==> src/sial_pkg.sv <==
// sial_pkg: shared widths, operation codes and the cell command enum
// for the shift_insert_array_list block. No dependencies.
`default_nettype none

package sial_pkg;

  localparam int unsigned DATA_W       = 32;
  localparam int unsigned KIND_W       = 3;
  localparam int unsigned POS_W        = 7;
  localparam int unsigned LEN_W        = 7;
  localparam int unsigned STAT_W       = 2;
  localparam int unsigned CAPACITY_DEF = 64;

  typedef enum logic [KIND_W-1:0] {
    KIND_READ   = 3'd0,
    KIND_WRITE  = 3'd1,
    KIND_APPEND = 3'd2,
    KIND_INSERT = 3'd3,
    KIND_REMOVE = 3'd4
  } kind_e;

  typedef enum logic [STAT_W-1:0] {
    ST_OK    = 2'd0,
    ST_RANGE = 2'd1,
    ST_FULL  = 2'd2
  } status_e;

  // What every cell does this cycle
  typedef enum logic [1:0] {
    CELL_HOLD  = 2'd0,
    CELL_LOAD  = 2'd1,  // cell at target takes the new value
    CELL_SHUP  = 2'd2,  // insert: above target take left neighbor, target takes new value
    CELL_SHDN  = 2'd3   // remove: at/above target take right neighbor
  } cell_op_e;

endpackage

`default_nettype wire

==> src/sial_cell.sv <==
// sial_cell: one storage cell of the list; holds one element and exchanges
// data with its neighbors. Depends on sial_pkg.
`default_nettype none

module sial_cell import sial_pkg::*; #(
  parameter int unsigned IdxW = 6,
  parameter int unsigned Idx  = 0
) (
  input  wire logic                     clk_i,
  input  wire cell_op_e                 op_i,
  input  wire logic [IdxW-1:0]          tgt_i,
  input  wire logic signed [DATA_W-1:0] value_i,
  input  wire logic signed [DATA_W-1:0] left_i,
  input  wire logic signed [DATA_W-1:0] right_i,
  output logic signed [DATA_W-1:0]      data_o
);

  localparam logic [IdxW-1:0] MyIdx = IdxW'(Idx);

  logic signed [DATA_W-1:0] data_d, data_q;
  logic                     at_tgt, above_tgt;

  assign at_tgt    = (tgt_i == MyIdx);
  assign above_tgt = (MyIdx > tgt_i);

  always_comb begin
    data_d = data_q;
    unique case (op_i)
      CELL_HOLD: data_d = data_q;
      CELL_LOAD: begin
        if (at_tgt) data_d = value_i;
      end
      CELL_SHUP: begin
        if (above_tgt)   data_d = left_i;
        else if (at_tgt) data_d = value_i;
      end
      CELL_SHDN: begin
        if (above_tgt || at_tgt) data_d = right_i;
      end
      default: data_d = data_q;
    endcase
  end

  // payload only, no reset
  always_ff @(posedge clk_i) begin
    data_q <= data_d;
  end

  assign data_o = data_q;

endmodule

`default_nettype wire

==> config.mk <==
export PLATFORM = sky130hd
export DESIGN_NAME = sial_cell
export DESIGN_NICKNAME = d
export VERILOG_FILES = /design/src/sial_pkg.sv /design/src/sial_cell.sv
export SDC_FILE = /design/constraint.sdc
export NUM_CORES = 1
export LEC_CHECK = 0
export BUFFER_PORTS_ARGS = -buffer_cell sky130_fd_sc_hd__buf_4
export CAP_MARGIN = 0
export CORE_MARGIN = 1.5
export CORE_UTILIZATION = 43
export CTS_CLUSTER_DIAMETER = 80
export CTS_CLUSTER_SIZE = 40
export DETAILED_ROUTE_END_ITERATION = 8
export GPL_TIMING_DRIVEN = 0
export PLACE_DENSITY = 0.92
export SYNTH_ARGS = -nofsm -noshare
export SYNTH_HDL_FRONTEND = slang
export SYNTH_SLANG_ARGS = --single-unit
export TNS_END_PERCENT = 5
==> constraint.sdc <==
create_clock -name clk_i -period 4.9 [get_ports clk_i]
set_input_delay 0.49 -clock clk_i [delete_from_list [all_inputs] [get_ports clk_i]]
set_output_delay 0.49 -clock clk_i [all_outputs]
set_load 0.03 [all_outputs]
==> impl_metrics.csv <==
group,metric,value,unit
synth,netlist_top_cells_area,"edfxtp_1, a31oi_1, nand3_1",
power_and_ir_drop,p_leak,1.076,nW
setup_path,r2r_slack,3.98,ns
worst_hold_path,hp-start,"right_i[0]",
worst_hold_path,holdPathEnd,"data_o[0]",
clock_network,clock_path_buffers,2,
clock_network,cts-buffers-inserted,5,
timing,finalCritPeriodShare,49.02,%
drt,first_pass_iters,4,
layout,nNetsFinal,403,
synth,ys_types,14,
die,core_area,3971,um2
drt,wl_per_cell,16.13,um
layout,drive_gt1_share,40.94,%
synth,synth_area_per_cell,9.461,um2
setup_path,cp-start-kind,"input pin",
synth,synth_top_area_share,54.31,%
global_route,grt_pass1_wl,8.204,mm
place,dp_hpwl,4.090,mm
clock_network,cts_tree,"built",
die,rows,23,
power_and_ir_drop,power.internal,0.0005322,W
power_and_ir_drop,ir_drop,0.1631,mV
synth,syn_area,1769,um2
clock_network,post_cts_resized,0,
global_route,overflow,0,
layout,syn_to_final_growth,52.40,%
global_route,antenna_found_initial,0,
worst_hold_path,min_path_cells,3,
power_and_ir_drop,pwr-share-seq,46.4,%
timing,fmax,416.3,MHz
die,io_pins,137,
synth,ys_ff_latch,32,
synth,yosysMostFrequentCell,"nor2_1",
clock_network,cts_setup_buffers,0,
status,status,"finished clean",
synth,synth_warnings,0,
power_and_ir_drop,p_comb_share,29.4,%
synth,synth_edf_count,32,
timing,worstMarginPinSlew,0.8893,ns
drt,vias,1997,
timing,grt_setup_unrepaired,"no",
clock_network,ctsHoldBuffers,0,
drt,drcViolationCount,0,
layout,antennaDiodeCount,0,
die,die_y,67.15,um
synth,async_reset_ff_share,0,%
run,maxCapViolations,0,
global_route,grt_max_degree,33,
clock_network,path_clk_slew,0.07,ns
power_and_ir_drop,pwr-share-clk,24.2,%
synth,yosys.area.top_type,"edfxtp_1",
synth,ys.flop_type,"edfxtp_1",
setup_path,timing.rr.start,"data_o[8]",
timing,finalSetupViolations,0,
timing,whs,0.5553,ns
clock_network,clock-root-buffer,"clkbuf_8",
drt,antenna_left,0,
setup_path,rr_endpoint,"data_o[8]",
setup_path,crit_path_end_kind,"flop",
timing,finClkSkew,0,ns
place,port_buffers,104,
global_route,track_usage,24.30,%
power_and_ir_drop,switching_power,0.0002373,W
synth,synthTopCellsByCount,"nor2_1, a31oi_1, edfxtp_1, nand3_1, o21ai_1",
clock_network,cts_max_level,2,
setup_path,path_class,"in2reg",
power_and_ir_drop,power_density,285.4,nW/um2
place,gp_congestion,0.8358,
synth,yosysSeqAreaShare,54.31,%
setup_path,reg2reg_depth,2,
clock_network,clock_latency,0.28,ns
power_and_ir_drop,p_sw_share,30.84,%
drt,detail_route.iter0.violations,171,
die,fp.dieW,67.15,um
setup_path,cp.required,4.80,ns
layout,largest_register_ffs,32,
die,start_util,44.55,%
synth,syn_inst,187,
timing,setup-tns-final,0,ns
worst_hold_path,min_path_type,"in2reg",
setup_path,cp_max_fo,32,
global_route,grt_pass1_vias,1803,
timing,slew_headroom,40.57,%
timing,final_max_slew_viol_count,0,
timing,min_period,2.402,ns
die,dieArea,4508,um2
synth,synth_fp_nets,292,
clock_network,clkSinkCount,32,
drt,routed_wl,5.612,mm
timing,hold_viol_final,0,
setup_path,cp.arrival,2.31,ns
drt,via_per_inst,5.739,
## per-layer routing
metal / GRT usage [%] / vias up / part of all wire (%)
met5: 0 / - / 0
met1: 30.20 / 930 / 39
met2: 40.35 / 122 / 49
met4: 12.50 / 0 / 3.2
met3: 4.500 / 17 / 8.9
li1: - / 928 / -
## cell families after synthesis
kind of cell,synth area share (%)
simple gates,18.88
compound gates,20.65
flops,54.31
buf+inv,6.153
## worst max path at each step
stage / slack (ns) / cells past startpoint / end / startpoint
after floorplan: 1.92 / 5 / data_o[0] / op_i[0]
after global placement: 1.00 / 6 / data_o[4] / op_i[1]
after detailed placement: 2.19 / 6 / data_o[23] / op_i[1]
after CTS: 2.49 / 6 / data_o[3] / op_i[1]
after global routing: 2.32 / 6 / data_o[1] / op_i[1]
final: 2.50 / 6 / data_o[3] / op_i[0]
## layout by cell type (no fill, tap or decap)
master,instances
clkinv_1,2
buf_4,104
o21ai_1,32
buf_2,3
a21oi_1,1
clkbuf_4,3
or4_4,1
nor2_4,1
nor2_1,34
clkbuf_1,10
nor4_4,1
nand2_1,1
or2_2,1
clkbuf_8,5
nand3_1,32
edfxtp_1,32
a31oi_1,32
buf_6,3
## final cells by class
cell class	count	area [um2]
well taps	50	62.56
clock inverters	2	7.507
repair buffers	104	780.7
flip-flops and latches	32	960.9
plain buffers	19	108.9
clock buffers	5	68.82
multi-input cells	136	706.9
fillers	336	1275
## power groups by stage
| stage | Sequential, W | Combinational, W | Clock [W] |
|---|---|---|---|
| floorplan | 0.000418 | 0.0000598 | 0 |
| detailed placement | 0.000363 | 0.000225 | 0 |
| CTS | 0.000357 | 0.000226 | 0.000185 |
| global route | 0.000360 | 0.000240 | 0.000195 |
| global placement | 0.000361 | 0.000221 | 0 |
| finish | 0.000357 | 0.000226 | 0.000186 |
## per-stage QoR
| stage | cell area (um2) | total power (W) | std cells | utilization [%] | setup WS, ns |
|---|---|---|---|---|---|
| 6_report | 2696 | 0.0007695 | 348 | 67.90 | 2.498 |
| 4_1_cts | 2696 | 0.0007682 | 348 | 67.90 | 2.491 |
| 2_1_floorplan | 1769 | 0.0004777 | 187 | - | 1.924 |
| 3_5_place_dp | 2620 | 0.0005877 | 341 | 65.97 | 2.194 |
| 3_3_place_gp | 2613 | 0.0005822 | 341 | 65.78 | 1.004 |
| 5_1_grt | 2696 | 0.0007948 | 348 | 67.90 | 2.321 |
## critical path: stages
cell and delay [ns]:
buf_4 0.11, nand2_1 0.09, clkbuf_1 0.34, clkbuf_1 0.41, a21oi_1 0.13, nor2_4 0.73
Note: power is estimated with default switching activity, not from simulation.
